<file path="src/rtl/plpp_pkg.sv">
// ----------------------------------------------------------------------------
// plpp_pkg
// Shared types, codes and the pixel packing function of the planar line to
// packed pixel converter.
// ----------------------------------------------------------------------------
`default_nettype none

package plpp_pkg;

	localparam logic [1:0] FMT_COPY  = 2'd0;
	localparam logic [1:0] FMT_PACK4 = 2'd1;
	localparam logic [1:0] FMT_BGR   = 2'd2;

	localparam logic REG_PIXEL_FORMAT = 1'b0;
	localparam logic REG_LINE_BYTES   = 1'b1;

	localparam int QUEUE_DEPTH = 4;
	localparam int QPTR_W      = 2;

	typedef enum logic [1:0] {
		KIND_STORE,
		KIND_COPY,
		KIND_PACK,
		KIND_BGR
	} kind_t;

	typedef struct packed {
		logic [1:0]  pixel_format;
		logic [10:0] line_bytes;
		logic        clear;
	} cfg_t;

	typedef struct packed {
		kind_t      kind;
		logic [7:0] b;
		logic [7:0] p2;
		logic [7:0] p1;
		logic [7:0] p0;
		logic       line_end;
	} cmd_t;

	// pixel pair k: high pixel from bit 7-2k, low pixel from bit 6-2k, plane 3 is msb
	function automatic logic [7:0] pack_pair(input logic [3:0][7:0] p, input logic [1:0] k);
		logic [2:0] hb;
		logic [2:0] lb;
		logic [3:0] hi;
		logic [3:0] lo;
		hb = 3'd7 - {k, 1'b0};
		lb = hb - 3'd1;
		for (int pl = 0; pl < 4; pl++) begin
			hi[pl] = p[pl][hb];
			lo[pl] = p[pl][lb];
		end
		return {hi, lo};
	endfunction

endpackage

`default_nettype wire

</file>
<file path="src/rtl/plpp_queue.sv">
// ----------------------------------------------------------------------------
// plpp_queue
// Short command queue between the front and the back end.
// ----------------------------------------------------------------------------
`default_nettype none

module plpp_queue (
	input  wire                clk,
	input  wire                arst_n,
	input  wire                push,
	input  plpp_pkg::cmd_t     push_cmd,
	output logic               full,
	input  wire                pop,
	output logic               empty,
	output plpp_pkg::cmd_t     head
);

	plpp_pkg::cmd_t                 slots_q [plpp_pkg::QUEUE_DEPTH];
	logic [plpp_pkg::QPTR_W-1:0]    wr_ptr_q, rd_ptr_q;
	logic [plpp_pkg::QPTR_W:0]      count_q;

	assign full  = (count_q == (plpp_pkg::QPTR_W + 1)'(plpp_pkg::QUEUE_DEPTH));
	assign empty = (count_q == '0);
	assign head  = slots_q[rd_ptr_q];

	always_ff @(posedge clk) begin
		if (push) begin
			slots_q[wr_ptr_q] <= push_cmd;
		end
	end

	always_ff @(posedge clk or negedge arst_n) begin
		if (!arst_n) begin
			wr_ptr_q <= '0;
			rd_ptr_q <= '0;
			count_q  <= '0;
		end else begin
			if (push) begin
				wr_ptr_q <= wr_ptr_q + plpp_pkg::QPTR_W'(1);
			end
			if (pop) begin
				rd_ptr_q <= rd_ptr_q + plpp_pkg::QPTR_W'(1);
			end
			if (push && !pop) begin
				count_q <= count_q + (plpp_pkg::QPTR_W + 1)'(1);
			end else if (pop && !push) begin
				count_q <= count_q - (plpp_pkg::QPTR_W + 1)'(1);
			end
		end
	end

endmodule

`default_nettype wire

</file>
<file path="config.mk">
export PLATFORM = sky130hd
export DESIGN_NAME = plpp_queue
export DESIGN_NICKNAME = d
export VERILOG_FILES = /design/src/rtl/plpp_pkg.sv /design/src/rtl/plpp_queue.sv
export SDC_FILE = /design/constraint.sdc
export NUM_CORES = 1
export LEC_CHECK = 0
export BUFFER_PORTS_ARGS = -buffer_cell sky130_fd_sc_hd__buf_2
export CORE_UTILIZATION = 51
export CTS_CLUSTER_DIAMETER = 100
export CTS_CLUSTER_SIZE = 16
export DETAILED_ROUTE_END_ITERATION = 8
export PLACE_DENSITY_LB_ADDON = 0.05
export SLEW_MARGIN = 25
export SYNTH_ARGS = -nofsm -noshare
export SYNTH_HDL_FRONTEND = slang
export SYNTH_SLANG_ARGS = --single-unit
</file>
<file path="constraint.sdc">
create_clock -name clk -period 2.01 [get_ports clk]
set_clock_uncertainty 0.2 [all_clocks]
set_input_delay 0.1005 -clock clk [delete_from_list [all_inputs] [get_ports clk]]
set_output_delay 0.1005 -clock clk [all_outputs]
set_load 0.1 [all_outputs]
</file>
==> results.md <==
- Fmax: 448 MHz
- RSZ-0062 raised after global routing: yes
- RD Place Congestion: 0.690
- Vias: 2645
- GRT Overall Usage: 18.7%
- HP Class: in -> reg
- Critical path cell sequence: buf_12 > buf_12 > mux4_2 > buf_12
- Seq/Total Area, Yosys: 79.6%
- Vias in the first global route: 2867
- Final setup margin: -0.224 ns
- Slew @ Worst Pin: 0.485 ns
- First-pass GRT wire length: 14900 microns
- Clock sinks: 147
- Routed WL per cell: 18.4 microns
- Port bufs: 75
- Die area: 11200 sq um
- Syn_nets: 262
- Ys Warns: 0
- Largest stage delay, worst path: 0.55 ns
- Number of max-cap violations: 0
- Largest net degree at the start of global routing: 29
- CTS tree: built
- Reg clk slew, reported paths: 0.06 ns
- Post-Syn Area: 5500 sq um
- Final setup violation count: 35
- Failing checks: setup timing
- Post-synthesis register bit count: 147
- Reg2reg path depth: 4
- Crit path max fanout: 7
- Crit path launch type: flop
- # DRC: 0
- Outcome: complete, but fails checks
- Hold_sp: push_cmd[33]
- Antenna Cells: 0
- Placed cell count: 435
- Core footprint: 10400 sq um
- Worst skew pair latency: 0.52 ns
- Gate Count Post-Synth: 217
- CP most frequent cell: buf_12
- P&R area growth vs syn: 38.3%
- Final Non-Filler Cells: 511
- H-tree depth: 4
- Inserted Clock Buffers: 17
- Number of synthesized flops with an enable pin: 140
- First DRT Iteration DRCs: 90
- Setup crit end: head[6]
- CP Launch Point: rd_ptr_q[0]
- CP endpoint kind: output pin
- Crit path DAT: 1.93 ns
- FFs w/ async S/R, synth: 4.76%
- R2r endpoint: slots_q[1][29]
- Root buffer cell: clkbuf_8
- Post-layout util: 73.4%
- Vias per inst: 5.18
- Die Span Y: 106 microns
- Worst slew margin: 67.9%
- Crit path time final: 2.23 ns
- Final period util: 111%
- Top_reg_cell synth: edfxtp_1
- Final Slew Violations: 0
- Die Span X: 106 microns
- First-pass DRT Iterations: 4
- Pre-CTS setup slack: 0.169 ns
- WHS: 0.135 ns
- FF-to-FF Start: wr_ptr_q[1]
- Crit path kind: reg -> out
- Hold Violations, Final: 0
- Fin nets: 407
- Initial core utilization: 53.0%
- Share of layout cells above drive strength 1: 45.1%
- Clk buf depth: 2
- Reg2Reg Setup Slack: 0.37 ns
- Num ports: 76
- WP data required: 1.71 ns
- Syn_area_per_cell: 25.3 sq um
- Yosys cell types: 19
- Detail Route Antenna Nets: 0
- Site Rows: 37
- Slowest CP cell: mux4_2
- Wirelength, routed: 9410 microns
- Initial antenna violation count: 0
- DP HPWL: 5590 microns
- GRT overflow: 0
## state kept, by name, summed over array words and instances, names as in the netlist
register	flops
slots_q	140
count_q	3
rd_ptr_q	2
wr_ptr_q	2
## layer usage
| layer | wire length [microns] | track usage [%] |
|---|---|---|
| met4 | 96 | 7.84 |
| met3 | 312 | 4.89 |
| met2 | 4760 | 29.6 |
| met5 | 0 | 0 |
| met1 | 4240 | 24.7 |
## how the worst min path moves through the flow
stage / to / cells past startpoint / slack [ns]
3_3_place_gp: count_q[0] / 1 / -0.26
6_report: slots_q[0][33] / 2 / 0.14
3_5_place_dp: count_q[0] / 1 / -0.26
4_1_cts: slots_q[2][20] / 2 / 0.1
5_1_grt: slots_q[0][33] / 2 / 0.12
2_1_floorplan: count_q[0] / 0 / -0.40
## stage by stage
stage / instance area (sq um) / setup TNS, ns
detailed placement: 6330 / 0
global route: 7610 / -9.20
finish: 7610 / -6.94
global placement: 6330 / 0
CTS: 7580 / -7.76
floorplan: 5510 / 0
## Yosys cell counts, types with 2 or more instances
library cell  number  area share, %
mux4_2            28             11
dfrtp_1            7            3.2
ha_1               5            1.1
nand2_1            2           0.14
buf_2              4           0.36
xnor2_1            2           0.32
inv_1              4           0.27
mux4_1             7            3.3
xor2_1             4           0.64
buf_12             3            1.1
edfxtp_1         140             76
and2_1             4           0.45
## worst max-delay path: cells and delay by family (launching register included)
kind	cells	cell delay (ns)
DFF	1	0.39
buffers and inverters	3	0.47
muxes	1	0.55
## cells by family (layout without fill, tap and decap cells)
group,after synthesis,in the layout,synth area share (%)
flops,147,147,79.6
mux,36,36,15.0
buf+inv,12,170,1.93
simple gates,9,9,0.887
fa+ha+maj,6,6,1.50
xor+xnor,6,6,0.955
compound gates,1,1,0.0909
## placed cells by master, fill, tap and decap left out, types with 3 or more instances in the layout
cell and n:
bufinv_16 4, buf_12 25, clkbuf_16 17, dfrtp_1 5, and2_2 4, buf_8 3
mux4_2 35, ha_1 5, xor2_1 4, buf_2 40, clkinvlp_4 4, buf_4 10
buf_6 15, dlygate4sd3_1 39, inv_1 4, edfxtp_1 140, clkinv_2 3
## repair_timing
item,in CTS,in global routing
setup buffers,3,0
gates cloned,1,1
setup endpoints to repair,35,35
resized for setup,71,1
hold endpoints to repair,154,0
hold buffers,39,0
## final cells by class
class | count | area [sq um]
Sequential cell | 147 | 4380
Clock inverter | 15 | 190
Inverter | 4 | 15.0
Timing Repair Buffer | 134 | 1430
Multi-Input combinational cell | 58 | 1000
Fill cell | 620 | 2760
Clock buffer | 17 | 414
Tap cell | 136 | 170
Power is not shown: default switching activity piles up to over one toggle a cycle in this logic, so the estimate is an artifact.
