[src/rtl/plpp_pkg.sv]
// ----------------------------------------------------------------------------
// plpp_pkg
// Shared types, codes and the pixel packing function of the planar line to
// packed pixel converter.
// ----------------------------------------------------------------------------
`default_nettype none

package plpp_pkg;

	localparam logic [1:0] FMT_COPY  = 2'd0;
	localparam logic [1:0] FMT_PACK4 = 2'd1;
	localparam logic [1:0] FMT_BGR   = 2'd2;

	localparam logic REG_PIXEL_FORMAT = 1'b0;
	localparam logic REG_LINE_BYTES   = 1'b1;

	localparam int QUEUE_DEPTH = 4;
	localparam int QPTR_W      = 2;

	typedef enum logic [1:0] {
		KIND_STORE,
		KIND_COPY,
		KIND_PACK,
		KIND_BGR
	} kind_t;

	typedef struct packed {
		logic [1:0]  pixel_format;
		logic [10:0] line_bytes;
		logic        clear;
	} cfg_t;

	typedef struct packed {
		kind_t      kind;
		logic [7:0] b;
		logic [7:0] p2;
		logic [7:0] p1;
		logic [7:0] p0;
		logic       line_end;
	} cmd_t;

	// pixel pair k: high pixel from bit 7-2k, low pixel from bit 6-2k, plane 3 is msb
	function automatic logic [7:0] pack_pair(input logic [3:0][7:0] p, input logic [1:0] k);
		logic [2:0] hb;
		logic [2:0] lb;
		logic [3:0] hi;
		logic [3:0] lo;
		hb = 3'd7 - {k, 1'b0};
		lb = hb - 3'd1;
		for (int pl = 0; pl < 4; pl++) begin
			hi[pl] = p[pl][hb];
			lo[pl] = p[pl][lb];
		end
		return {hi, lo};
	endfunction

endpackage

`default_nettype wire

[src/rtl/plpp_back.sv]
// ----------------------------------------------------------------------------
// plpp_back
// Expands each queued command into one to four output words and holds the
// current word in the output register.
// ----------------------------------------------------------------------------
`default_nettype none

module plpp_back (
	input  wire                clk,
	input  wire                arst_n,
	input  wire                empty,
	input  plpp_pkg::cmd_t     head,
	output logic               pop,
	output logic               pixel_valid,
	input  wire                pixel_stall,
	output logic [7:0]         pixel_byte,
	output logic               last_of_run,
	output logic               end_of_line
);

	logic [1:0] k_q;
	logic [1:0] k_last;
	logic [7:0] word;
	logic       last, load;

	always_comb begin
		word   = head.b;
		k_last = 2'd0;
		unique case (head.kind)
			plpp_pkg::KIND_PACK: begin
				k_last = 2'd3;
				word   = plpp_pkg::pack_pair({head.b, head.p2, head.p1, head.p0}, k_q);
			end
			plpp_pkg::KIND_BGR: begin
				k_last = 2'd2;
				case (k_q)
					2'd0:    word = head.b;
					2'd1:    word = head.p1;
					default: word = head.p0;
				endcase
			end
			default: begin
				k_last = 2'd0;
				word   = head.b;
			end
		endcase
	end

	assign last = (k_q == k_last);
	assign load = !empty && (!pixel_valid || !pixel_stall);
	assign pop  = load && last;

	always_ff @(posedge clk or negedge arst_n) begin
		if (!arst_n) begin
			k_q         <= '0;
			pixel_valid <= 1'b0;
		end else begin
			pixel_valid <= load || (pixel_valid && pixel_stall);
			if (load) begin
				k_q <= last ? 2'd0 : k_q + 2'd1;
			end
		end
	end

	always_ff @(posedge clk) begin
		if (load) begin
			pixel_byte  <= word;
			last_of_run <= last;
			end_of_line <= last && head.line_end;
		end
	end

endmodule

`default_nettype wire

[config.mk]
export PLATFORM = sky130hd
export DESIGN_NAME = plpp_back
export DESIGN_NICKNAME = d
export VERILOG_FILES = /design/src/rtl/plpp_pkg.sv /design/src/rtl/plpp_back.sv
export SDC_FILE = /design/constraint.sdc
export NUM_CORES = 1
export LEC_CHECK = 0
export ABC_AREA = 1
export BUFFER_PORTS_ARGS = -buffer_cell sky130_fd_sc_hd__buf_2
export CELL_PAD_IN_SITES_DETAIL_PLACEMENT = 1
export CELL_PAD_IN_SITES_GLOBAL_PLACEMENT = 2
export CORE_MARGIN = 1.5
export CORE_UTILIZATION = 26
export DETAILED_ROUTE_END_ITERATION = 10
export PLACE_DENSITY_LB_ADDON = 0.1
export SETUP_SLACK_MARGIN = 0.15
export SLEW_MARGIN = 20
export SYNTH_ARGS = -nofsm -noshare
export SYNTH_HDL_FRONTEND = slang
export SYNTH_SLANG_ARGS = --single-unit
[constraint.sdc]
create_clock -name clk -period 3.25 [get_ports clk]
set_input_delay 0.4875 -clock clk [delete_from_list [all_inputs] [get_ports clk]]
set_output_delay 0.4875 -clock clk [all_outputs]
set_load 0.02 [all_outputs]
==> results by group, run 1 <==
Yosys
  – Post-Syn Area: 1280 sq um
  – Post-synth EDFFs: 10
  – Part of the Yosys area used for sequential elements: 29.4%
  – Yosys Warn Count: 0
  – Mean Syn Cell Area: 6.41 sq um
  – Net Count, Synth: 240
  – Main synth FF type: edfxtp_1
  – Asr flop ratio synth: 23.1%
  – Post-Synthesis Cells: 199
  – Flops & latches, synth: 13
  – Cell variety after synth: 21

Detailed routing
  – Top layer reached by signal wires: met4
  – Met1 Wirelength: 1720 um
  – Drt first pass iters: 4
  – Routed met3 length: 171 um
  – Routed WL: 3690 um
  – Final ANT Viol Nets: 0
  – Vias/cell: 4.16
  – DR WL met2: 1750 um
  – Residual DRC: 0
  – Vias post-DR: 1311
  – Initial DRC Count: 62
  – Avg WL per Cell: 11.7 um

Global route
  – Antenna violations before repair: 0
  – First-pass GRT wire length: 6000 um
  – GRT overflow: 0
  – Largest net degree at the start of global routing: 19
  – GRT Util Overall: 14.9%
  – Vias in the first global route: 1263

Placed design
  – Post-detail-place hpwl: 2870 um
  – Setup WS pre-CTS: 1.12 ns
  – Placed Instances: 311
  – I/O Buffers: 50
  – Placed cell areas: 1550 sq um
  – Gpl congestion: 0.723

Worst setup path
  – Arr. time, crit path: 1.73 ns
  – CP Launch Point: k_q[1]
  – CP Class: flop to output pin
  – Slowest-stage cell, CP: dfrtp_1
  – CP startpoint kind: flop
  – Reg-to-reg slack, setup: 1.16 ns
  – RR Endpoint: pixel_byte[1]
  – Crit-path cells: inv_2 > nand2_1 > nand2_2 > nand3_4 > nor2_2 > buf_2
  – Worst Reg2Reg Path Length in Cells: 6
  – CP max FO: 11
  – Worst r2r src: k_q[1]
  – Max stage delay on crit path: 0.72 ns
  – CP endpoint kind: output pin
  – Worst setup path end: pop
  – Critical Path RT: 2.76 ns

Power
  – Sw Ratio: 48.9%
  – Logic gate share of total power: 57.9%
  – Lkg Pwr: 0.946 nW
  – P_int: 0.515 mW
  – PD cells: 631 nW/um^2
  – VDD IR max: 0.165 mV
  – Final Power: 1.01 mW
  – Clock power share: 14.7%
  – Switch Pwr: 0.492 mW
  – Reg power frac: 27.5%

Timing
  – Fin. Hold Viols: 0
  – Final Setup Violations: 0
  – Final worst-path cycle share: 68.3%
  – Worst-margin pin slew: 0.600 ns
  – F_max: 450 MHz
  – Setup_tns: 0 ns
  – RSZ-0062 raised after global routing: false
  – Setup Skew: 0.00398 ns
  – Slew Viols, Final: 0
  – Post-route minimum period: 2.22 ns
  – Worst Setup Slack, final: 1.03 ns
  – Slew HR: 60.0%

Final layout
  – Ant diodes: 0
  – Finished Layout Cells: 315
  – Most frequent cells in the layout: nand2_1, buf_2, inv_1, a21oi_1
  – Final Cell Area: 1600 sq um
  – Share of cells above drive strength 1: 33.5%
  – Area delta synth->final: 25.1%
  – Most common cell after layout, fill and taps aside: nand2_1
  – Nets: 290
  – Filler instances: 655

CTS
  – Clock latency on the worst-skew pair: 0.25 ns
  – Root Buffer: clkbuf_8
  – Postcts setup bufs: 0
  – Worst-path clk slew: 0.06 ns
  – CTS H-tree depth: 1
  – CTS tree: yes
  – Hold-fix buffers, CTS: 0
  – CTS Buf Count: 3
  – Resize count post-CTS: 0
  – Max Root-Sink Buffers: 2
  – Clk sinks: 13

Die
  – Row count: 25
  – Core Area: 4720 sq um
  – Die width: 73.1 um
  – Chip Height: 73.1 um
  – # IOs: 51
  – Die ar.: 5340 sq um
  – Initial Util: 27.0%

Run
  – Max-cap violations: 0

Run status
  – Run status: completed

Worst hold path
  – Hold WC Path Type: input pin to asynchronous set/reset pin
==> state kept, by name, summed over array words and instances (netlist names) <==
signal,flops
k_q,2
last_of_run,1
end_of_line,1
pixel_valid,1
pixel_byte,8
==> worst min path at each step <==
| stage | start | to |
|---|---|---|
| finish | arst_n | k_q[0] |
| global route | arst_n | k_q[0] |
| CTS | arst_n | k_q[0] |
| detailed placement | arst_n | k_q[0] |
| global placement | arst_n | k_q[0] |
| floorplan | arst_n | k_q[0] |
==> final cells by class <==
type / count / area (sq um) / share of cell area [%]
clock buffer: 4 / 45.0 / 2.82
multi-input combinational: 136 / 664 / 41.6
tap: 67 / 83.8 / 5.25
timing repair buffer: 51 / 258 / 16.1
sequential: 13 / 375 / 23.5
inverter: 44 / 170 / 10.7
==> critical path, delay by kind of cell (launching register included) <==
kind	cells	cell delay [ns]
flops	1	0.72
buf+inv	2	0.41
simple gates	4	0.36
==> through the flow <==
step	hold WS, ns	util [%]
after floorplan	0.192	-
after global placement	0.290	32.8
after detailed placement	0.289	32.8
after CTS	0.0186	33.8
after global routing	0.0184	33.8
final	0.0220	33.8
==> logic make-up after synthesis <==
| logic type | Yosys count | share of synthesized area (%) |
|---|---|---|
| AO/OA/AOI/OAI | 18 | 7.25 |
| buffers and inverters | 50 | 18.5 |
| AND/OR/NAND/NOR | 116 | 42.8 |
| adder cells (fa/ha/maj) | 2 | 1.96 |
| flip-flops | 13 | 29.4 |
==> per-layer routing <==
metal	up-vias	GRT usage, %
met5	-	0
met4	0	5.03
met3	4	2.62
met2	33	24.2
met1	583	19.9
li1	691	-
==> synthesized netlist by cell type (2+ instances only) <==
library cell / number / area (sq um)
inv_1: 37 / 139
dfrtp_1: 3 / 75.1
edfxtp_1: 10 / 300
nand2_2: 10 / 62.6
nand2_1: 84 / 315
a21oi_1: 16 / 80.1
buf_6: 3 / 33.8
nor2_1: 2 / 7.51
inv_2: 5 / 18.8
inv_4: 2 / 12.5
nand3_1: 8 / 40.0
nand3_2: 8 / 80.1
ha_1: 2 / 25.0
nor2_2: 2 / 12.5
==> power by group through the flow <==
stage          Clock [mW]  Combinational (mW)  Sequential (mW)
2_1_floorplan           0               0.491            0.266
3_3_place_gp            0               0.596            0.282
3_5_place_dp            0               0.593            0.282
4_1_cts             0.153               0.597            0.279
5_1_grt             0.158               0.676            0.284
6_report            0.148               0.583            0.277
Power figures use the tool's default switching activity.
==> run 2, diff against run 1 <==
--- a/config.mk
+++ b/config.mk
@@ -5,12 +5,12 @@
 export SDC_FILE = /design/constraint.sdc
 export NUM_CORES = 1
 export LEC_CHECK = 0
-export ABC_AREA = 1
+export ABC_AREA = 0
 export BUFFER_PORTS_ARGS = -buffer_cell sky130_fd_sc_hd__buf_2
 export CELL_PAD_IN_SITES_DETAIL_PLACEMENT = 1
 export CELL_PAD_IN_SITES_GLOBAL_PLACEMENT = 2
 export CORE_MARGIN = 1.5
-export CORE_UTILIZATION = 26
+export CORE_UTILIZATION = 25
 export DETAILED_ROUTE_END_ITERATION = 10
 export PLACE_DENSITY_LB_ADDON = 0.1
 export SETUP_SLACK_MARGIN = 0.15
==> constraint.sdc (replaced) <==
create_clock -name clk -period 2.1 [get_ports clk]
set_input_delay 0.315 -clock clk [delete_from_list [all_inputs] [get_ports clk]]
set_output_delay 0.315 -clock clk [all_outputs]
set_load 0.02 [all_outputs]
==> results by group, run 2 <==
Run status
  – Run status: completed (unchanged)

Final layout
  – Ant diodes: 0 (unchanged)
  – Top reg by flops: pixel_byte (unchanged)
  – Share of cells above drive strength 1: 52.2% (was 33.5%)
  – Final Util: 37.7% (was 33.8%)
  – Filler instances: 467 (was 655)
  – Area delta synth->final: 42.4% (was 25.1%)
  – Largest register FFs: 8 (unchanged)
  – Nets: 199 (was 290)
  – Most frequent cells in the layout: buf_2, mux2_2, nand2_1, a21oi_1, edfxtp_1 (was nand2_1, buf_2, inv_1, a21oi_1)
  – Most common cell after layout, fill and taps aside: buf_2 (was nand2_1)
  – Largest regs: pixel_byte: 8 flops, k_q: 2 flops (unchanged)

Detailed routing
  – Residual DRC: 0 (unchanged)
  – Top layer reached by signal wires: met4 (unchanged)
  – Vias/cell: 4.96 (was 4.16)
  – Drt first pass iters: 4 (unchanged)
  – Initial DRC Count: 72 (was 62)
  – Vias post-DR: 1016 (was 1311)
  – Routed met3 length: 198 um (was 171 um)
  – Routed WL: 2950 um (was 3690 um)
  – Met1 Wirelength: 1380 um (was 1720 um)
  – Avg WL per Cell: 14.4 um (was 11.7 um)
  – DR WL met2: 1330 um (was 1750 um)
  – Final ANT Viol Nets: 0 (unchanged)

Worst setup path
  – Crit path max-delay family: flip-flops (unchanged)
  – Worst path bufs/invs: 2 (unchanged)
  – CP endpoint kind: output pin (unchanged)
  – CP Class: flop to output pin (unchanged)
  – CP startpoint kind: flop (unchanged)
  – Critical Path RT: 1.78 ns (was 2.76 ns)
  – Slowest-stage cell, CP: dfrtp_1 (unchanged)
  – Max stage delay on crit path: 0.40 ns (was 0.72 ns)
  – Crit-path cells: buf_6 > and4b_1 > a211o_1 > and2_1 > buf_2 (was inv_2 > nand2_1 > nand2_2 > nand3_4 > nor2_2 > buf_2)
  – Arr. time, crit path: 1.59 ns (was 1.73 ns)
  – CP max FO: 5 (was 11)

Yosys
  – Yosys Warn Count: 0 (unchanged)
  – Most numerous cell in the Yosys netlist: mux2_2 (was nand2_1)
  – Synth top area share: 30.3% (was 24.7%)
  – Post-Syn Area: 992 sq um (was 1280 sq um)
  – Post-synth EDFFs: 10 (unchanged)
  – Asr flop ratio synth: 23.1% (unchanged)
  – Flops & latches, synth: 13 (unchanged)
  – Net Count, Synth: 139 (was 240)
  – Cell variety after synth: 30 (was 21)
  – Part of the Yosys area used for sequential elements: 37.8% (was 29.4%)
  – Mean Syn Cell Area: 10.1 sq um (was 6.41 sq um)
  – Synth area leaders: edfxtp_1, mux2_2, dfrtp_1 (was nand2_1, edfxtp_1, inv_1)
  – Main synth FF type: edfxtp_1 (unchanged)
  – Dominant cell type by area after synthesis: edfxtp_1 (was nand2_1)
  – Top post-synthesis cells by count: mux2_2, a21oi_1, edfxtp_1, nand2_1, nor3b_1 (was nand2_1, inv_1, a21oi_1)
  – Post-Synthesis Cells: 98 (was 199)

CTS
  – Clk sinks: 13 (unchanged)
  – Root Buffer: clkbuf_8 (unchanged)
  – Max Root-Sink Buffers: 2 (unchanged)
  – CTS H-tree depth: 1 (unchanged)
  – CTS tree: yes (unchanged)
  – Worst-path clk slew: 0.05 ns (was 0.06 ns)
  – CTS Buf Count: 3 (unchanged)
  – Clock latency on the worst-skew pair: 0.24 ns (was 0.25 ns)

Run
  – Max-cap violations: 0 (unchanged)

Power
  – Lkg Pwr: 0.615 nW (was 0.946 nW)
  – Switch Pwr: 0.523 mW (was 0.492 mW)
  – PD cells: 987 nW/um^2 (was 631 nW/um^2)
  – Reg power frac: 26.8% (was 27.5%)
  – VDD IR max: 0.310 mV (was 0.165 mV)
  – P_int: 0.872 mW (was 0.515 mW)
  – Clock power share: 15.9% (was 14.7%)
  – Sw Ratio: 37.5% (was 48.9%)
  – Logic gate share of total power: 57.3% (was 57.9%)

Timing
  – Slew Viols, Final: 0 (unchanged)
  – Setup Skew: 0.00297 ns (was 0.00398 ns)
  – Worst Setup Slack, final: 0.198 ns (was 1.03 ns)
  – Post-route minimum period: 1.90 ns
  – Fin. Hold Viols: 0 (unchanged)
  – F_max: 526 MHz
  – Final Setup Violations: 0 (unchanged)
  – RSZ-0062 raised after global routing: true (was false)
  – Final worst-path cycle share: 90.6%
  – Setup_tns: 0 ns (unchanged)
  – Worst-margin pin slew: 0.518 ns (was 0.600 ns)
  – Slew HR: 65.3% (was 60.0%)

Placed design
  – I/O Buffers: 50 (unchanged)
  – Setup WS pre-CTS: 0.309 ns (was 1.12 ns)
  – Gpl congestion: 0.764 (was 0.723)
  – Post-detail-place hpwl: 2410 um (was 2870 um)

Die
  – Row count: 22 (was 25)
  – Core Area: 3740 sq um (was 4720 sq um)
  – Initial Util: 26.5% (was 27.0%)
  – Die ar.: 4360 sq um (was 5340 sq um)
  – Chip Height: 66 um (was 73.1 um)
  – Die width: 66 um (was 73.1 um)
  – # IOs: 51 (unchanged)

Global route
  – GRT overflow: 0 (unchanged)
  – Largest net degree at the start of global routing: 15 (was 19)
  – First-pass GRT wire length: 4460 um (was 6000 um)
  – Vias in the first global route: 979 (was 1263)
  – Antenna violations before repair: 0 (unchanged)
  – GRT Util Overall: 13.5% (was 14.9%)

Worst hold path
  – Hold WC Path Type: input pin to flop (was input pin to asynchronous set/reset pin)
run 2: repair_timing:
| action | CTS | global route |
|---|---|---|
| resized for setup | 1 | 2 |
| setup buffers | 1 | 4 |
| setup endpoints to repair | 1 | 2 |
| pin swaps | 2 | 1 |
| endpoints found under the hold margin | 3 | 0 |
| hold buffers | 1 | 0 |
run 2: logic make-up after synthesis:
family / after synthesis / share of synthesized area (%)
adder cells (fa/ha/maj): 2 / 2.52
AO/OA/AOI/OAI: 31 / 21.2
buffers and inverters: 8 / 3.40
multiplexers: 15 / 17.0
flip-flops: 13 / 37.8
AND/OR/NAND/NOR: 29 / 18.0
run 2: routing by layer:
layer / global-route usage [%] / vias up
met2: 20.7 / 35
li1: - / 499
met3: 2.39 / 4
met5: 0 / -
met4: 5.36 / 0
met1: 18.7 / 478
run 2: cell type report:
type / count / area (sq um) / area share [%]
Multi-Input combinational cell: 77 / 584 / 41.4
Tap cell: 48 / 60.1 / 4.25
Clock buffer: 4 / 45.0 / 3.19
Inverter: 2 / 7.51 / 0.531
Timing Repair Buffer: 61 / 339 / 24.0
Sequential cell: 13 / 377 / 26.7
run 2: worst paths after layout:
check                            start       endpoint  slack, ns  depth (start not counted)
max                             k_q[1]            pop       0.20                          5
min                              empty    pixel_valid       0.25                          2
max reg2reg                     k_q[0]  pixel_byte[1]       0.39                          5
min reg2reg                pixel_valid    pixel_valid       0.50                          2
max in group asynchronous       arst_n         k_q[0]       1.59                          2
min in group asynchronous       arst_n         k_q[0]       0.39                          2
run 2: power by group through the flow:
stage	clock network [mW]	logic [mW]	registers (mW)
after floorplan	0	0.467	0.412
after global placement	0	0.733	0.376
after detailed placement	0	0.734	0.378
after CTS	0.228	0.742	0.372
after global routing	0.237	0.877	0.380
final	0.222	0.799	0.374
run 2: per-stage QoR:
stage / power [mW] / std cells / instance area, sq um / hold slack, ns
2_1_floorplan: 0.879 / 98 / 993 / 0.0194
3_3_place_gp: 1.11 / 195 / 1310 / 0.114
3_5_place_dp: 1.11 / 195 / 1310 / 0.116
4_1_cts: 1.34 / 201 / 1380 / 0.249
5_1_grt: 1.49 / 205 / 1410 / 0.255
6_report: 1.39 / 205 / 1410 / 0.246
run 2: worst reg2reg max path, delay by kind of cell, from the launching register on:
| family | cells | cell delay (ns) |
|---|---|---|
| flops | 1 | 0.42 |
| compound gates | 3 | 0.72 |
| buf+inv | 1 | 0.09 |
| fa+ha+maj | 1 | 0.21 |
==> run 3, diff against run 2 <==
--- a/config.mk
+++ b/config.mk
@@ -5,12 +5,12 @@
 export SDC_FILE = /design/constraint.sdc
 export NUM_CORES = 1
 export LEC_CHECK = 0
-export ABC_AREA = 0
+export ABC_AREA = 1
 export BUFFER_PORTS_ARGS = -buffer_cell sky130_fd_sc_hd__buf_2
 export CELL_PAD_IN_SITES_DETAIL_PLACEMENT = 1
 export CELL_PAD_IN_SITES_GLOBAL_PLACEMENT = 2
 export CORE_MARGIN = 1.5
-export CORE_UTILIZATION = 25
+export CORE_UTILIZATION = 24
 export DETAILED_ROUTE_END_ITERATION = 10
 export PLACE_DENSITY_LB_ADDON = 0.1
 export SETUP_SLACK_MARGIN = 0.15
==> results by group, run 3 (synthesis gave the netlist of run 1 again) <==
Run status
  – Run status: completed (unchanged)

CTS
  – Worst-path clk slew: 0.05 ns (about the same)
  – CTS tree: yes (unchanged)
  – Max Root-Sink Buffers: 2 (unchanged)
  – CTS Buf Count: 3 (unchanged)
  – Clk sinks: 13 (unchanged)
  – Clock latency on the worst-skew pair: 0.24 ns (about the same)
  – Postcts setup bufs: 0 (was 1)
  – Resize count post-CTS: 0 (was 1)
  – CTS H-tree depth: 1 (unchanged)
  – Hold-fix buffers, CTS: 1 (unchanged)
  – Root Buffer: clkbuf_8 (unchanged)

Die
  – Chip Height: 75.9 um (was 66 um)
  – Initial Util: 25.0% (was 26.5%)
  – Row count: 26 (was 22)
  – # IOs: 51 (unchanged)
  – Die ar.: 5760 sq um (was 4360 sq um)
  – Die width: 75.9 um (was 66 um)
  – Core Area: 5110 sq um (was 3740 sq um)

Placed design
  – Post-detail-place hpwl: 3090 um (was 2410 um)
  – Placed cell areas: 1570 sq um (was 1310 sq um)
  – Gpl congestion: 0.714 (was 0.764)
  – I/O Buffers: 50 (unchanged)

Worst setup path
  – CP max FO: 18 (was 5)
  – CP Class: flop to output pin (unchanged)
  – CP endpoint kind: output pin (unchanged)
  – Arr. time, crit path: 1.47 ns (was 1.59 ns)
  – Critical Path RT: 1.78 ns (about the same)
  – CP startpoint kind: flop (unchanged)

Timing
  – Final worst-path cycle share: 84.9% (was 90.6%)
  – Post-route minimum period: 1.78 ns (was 1.90 ns)
  – Final Setup Violations: 0 (unchanged)
  – Slew Viols, Final: 0 (unchanged)
  – Setup_tns: 0 ns (unchanged)
  – Setup Skew: 0.00519 ns (was 0.00297 ns)
  – F_max: 561 MHz (was 526 MHz)
  – Worst-margin pin slew: 0.475 ns (was 0.518 ns)
  – RSZ-0062 raised after global routing: false (was true)
  – Fin. Hold Viols: 0 (unchanged)
  – Slew HR: 68.2% (was 65.3%)

Global route
  – GRT overflow: 0 (unchanged)
  – Met2 Usage GRT: 26.1% (was 20.7%)
  – GRT met3 Usage: 3.61% (was 2.39%)
  – Layer with the highest usage: met2 (unchanged)
  – Antenna violations before repair: 0 (unchanged)
  – Vias in the first global route: 1384 (was 979)
  – GRT Util Overall: 14.7% (was 13.5%)
  – First-pass GRT wire length: 6780 um (was 4460 um)
  – Largest net degree at the start of global routing: 19 (was 15)
  – M1 GR Usage: 18.5% (was 18.7%)

Power
  – PD cells: 980 nW/um^2 (was 987 nW/um^2)
  – Final Power: 1.59 mW (was 1.39 mW)
  – Lkg Pwr: 0.960 nW (was 0.615 nW)
  – VDD IR max: 0.366 mV (was 0.310 mV)

Final layout
  – Share of cells above drive strength 1: 33.9% (was 52.2%)
  – Most common cell after layout, fill and taps aside: nand2_1 (was buf_2)
  – Filler instances: 691 (was 467)
  – Area delta synth->final: 27.4% (was 42.4%)
  – Ant diodes: 0 (unchanged)
  – Largest regs: pixel_byte: 8 flops, k_q: 2 flops (unchanged)
  – Largest register FFs: 8 (unchanged)
  – Most frequent cells in the layout: nand2_1, buf_2, inv_1, a21oi_1 (was buf_2, mux2_2, nand2_1, a21oi_1, edfxtp_1)
  – Storage element area: 375 sq um (was 377 sq um)
  – Final Cell Area: 1630 sq um (was 1410 sq um)
  – Nets: 293 (was 199)
  – Top reg by flops: pixel_byte (unchanged)
  – Area taken by multi-input logic gates: 664 sq um (was 584 sq um)

Detailed routing
  – Residual DRC: 0 (unchanged)
  – Final ANT Viol Nets: 0 (unchanged)
  – Drt first pass iters: 4 (unchanged)
  – Vias post-DR: 1340 (was 1016)
  – Initial DRC Count: 28 (was 72)
  – Vias/cell: 4.17 (was 4.96)
  – Avg WL per Cell: 12.5 um (was 14.4 um)
  – Routed WL: 4010 um (was 2950 um)

Run
  – Max-cap violations: 0 (unchanged)

Worst hold path
  – Hold WC Path Type: input pin to flop (unchanged)
[run 3: area by class of cell]
type | count | share of cell area [%]
Timing Repair Buffer | 54 | 17.4
Clock buffer | 4 | 2.77
Multi-Input combinational cell | 136 | 40.9
Inverter | 44 | 10.5
Sequential cell | 13 | 23.1
Tap cell | 70 | 5.39
[run 3: power by group]
part           total, mW  switching [mW]  internal [mW]
clock              0.226          0.0918          0.134
sequential         0.374          0.0289          0.345
combinational      0.993           0.652          0.341
[run 3: worst max-delay path, stage by stage, from the launching register on]
cell     delay, ns
dfrtp_1       0.43
buf_4         0.31
nand2_1       0.14
nand3_4       0.14
nor2_2        0.04
buf_2         0.17
[run 3: final timing paths]
| check | slack [ns] | endpoint | from | cells past startpoint |
|---|---|---|---|---|
| worst max register to register | 0.43 | pixel_byte[2] | k_q[1] | 7 |
| worst min-delay path | 0.25 | pixel_valid | empty | 2 |
| max in group asynchronous | 1.59 | k_q[1] | arst_n | 2 |
| worst min register to register | 0.53 | pixel_valid | pixel_valid | 2 |
| worst max-delay path | 0.32 | pop | k_q[0] | 5 |
| min in group asynchronous | 0.40 | pixel_valid | arst_n | 2 |
[run 3: routing by layer]
layer,share of wire [%],wire (um),up-vias
met4,0.57,23,0
li1,-,-,702
met1,45,1810,601
met3,4.7,187,2
met5,0,0,-
met2,50,1990,35
[run 3: through the flow]
step | utilization, % | hold slack, ns | setup slack (ns) | cells
floorplan | - | 0.0194 | 0.609 | 199
global placement | 30.7 | 0.114 | 0.449 | 316
detailed placement | 30.7 | 0.115 | 0.405 | 316
CTS | 31.8 | 0.246 | 0.273 | 321
global route | 31.8 | 0.249 | 0.199 | 321
finish | 31.8 | 0.251 | 0.318 | 321
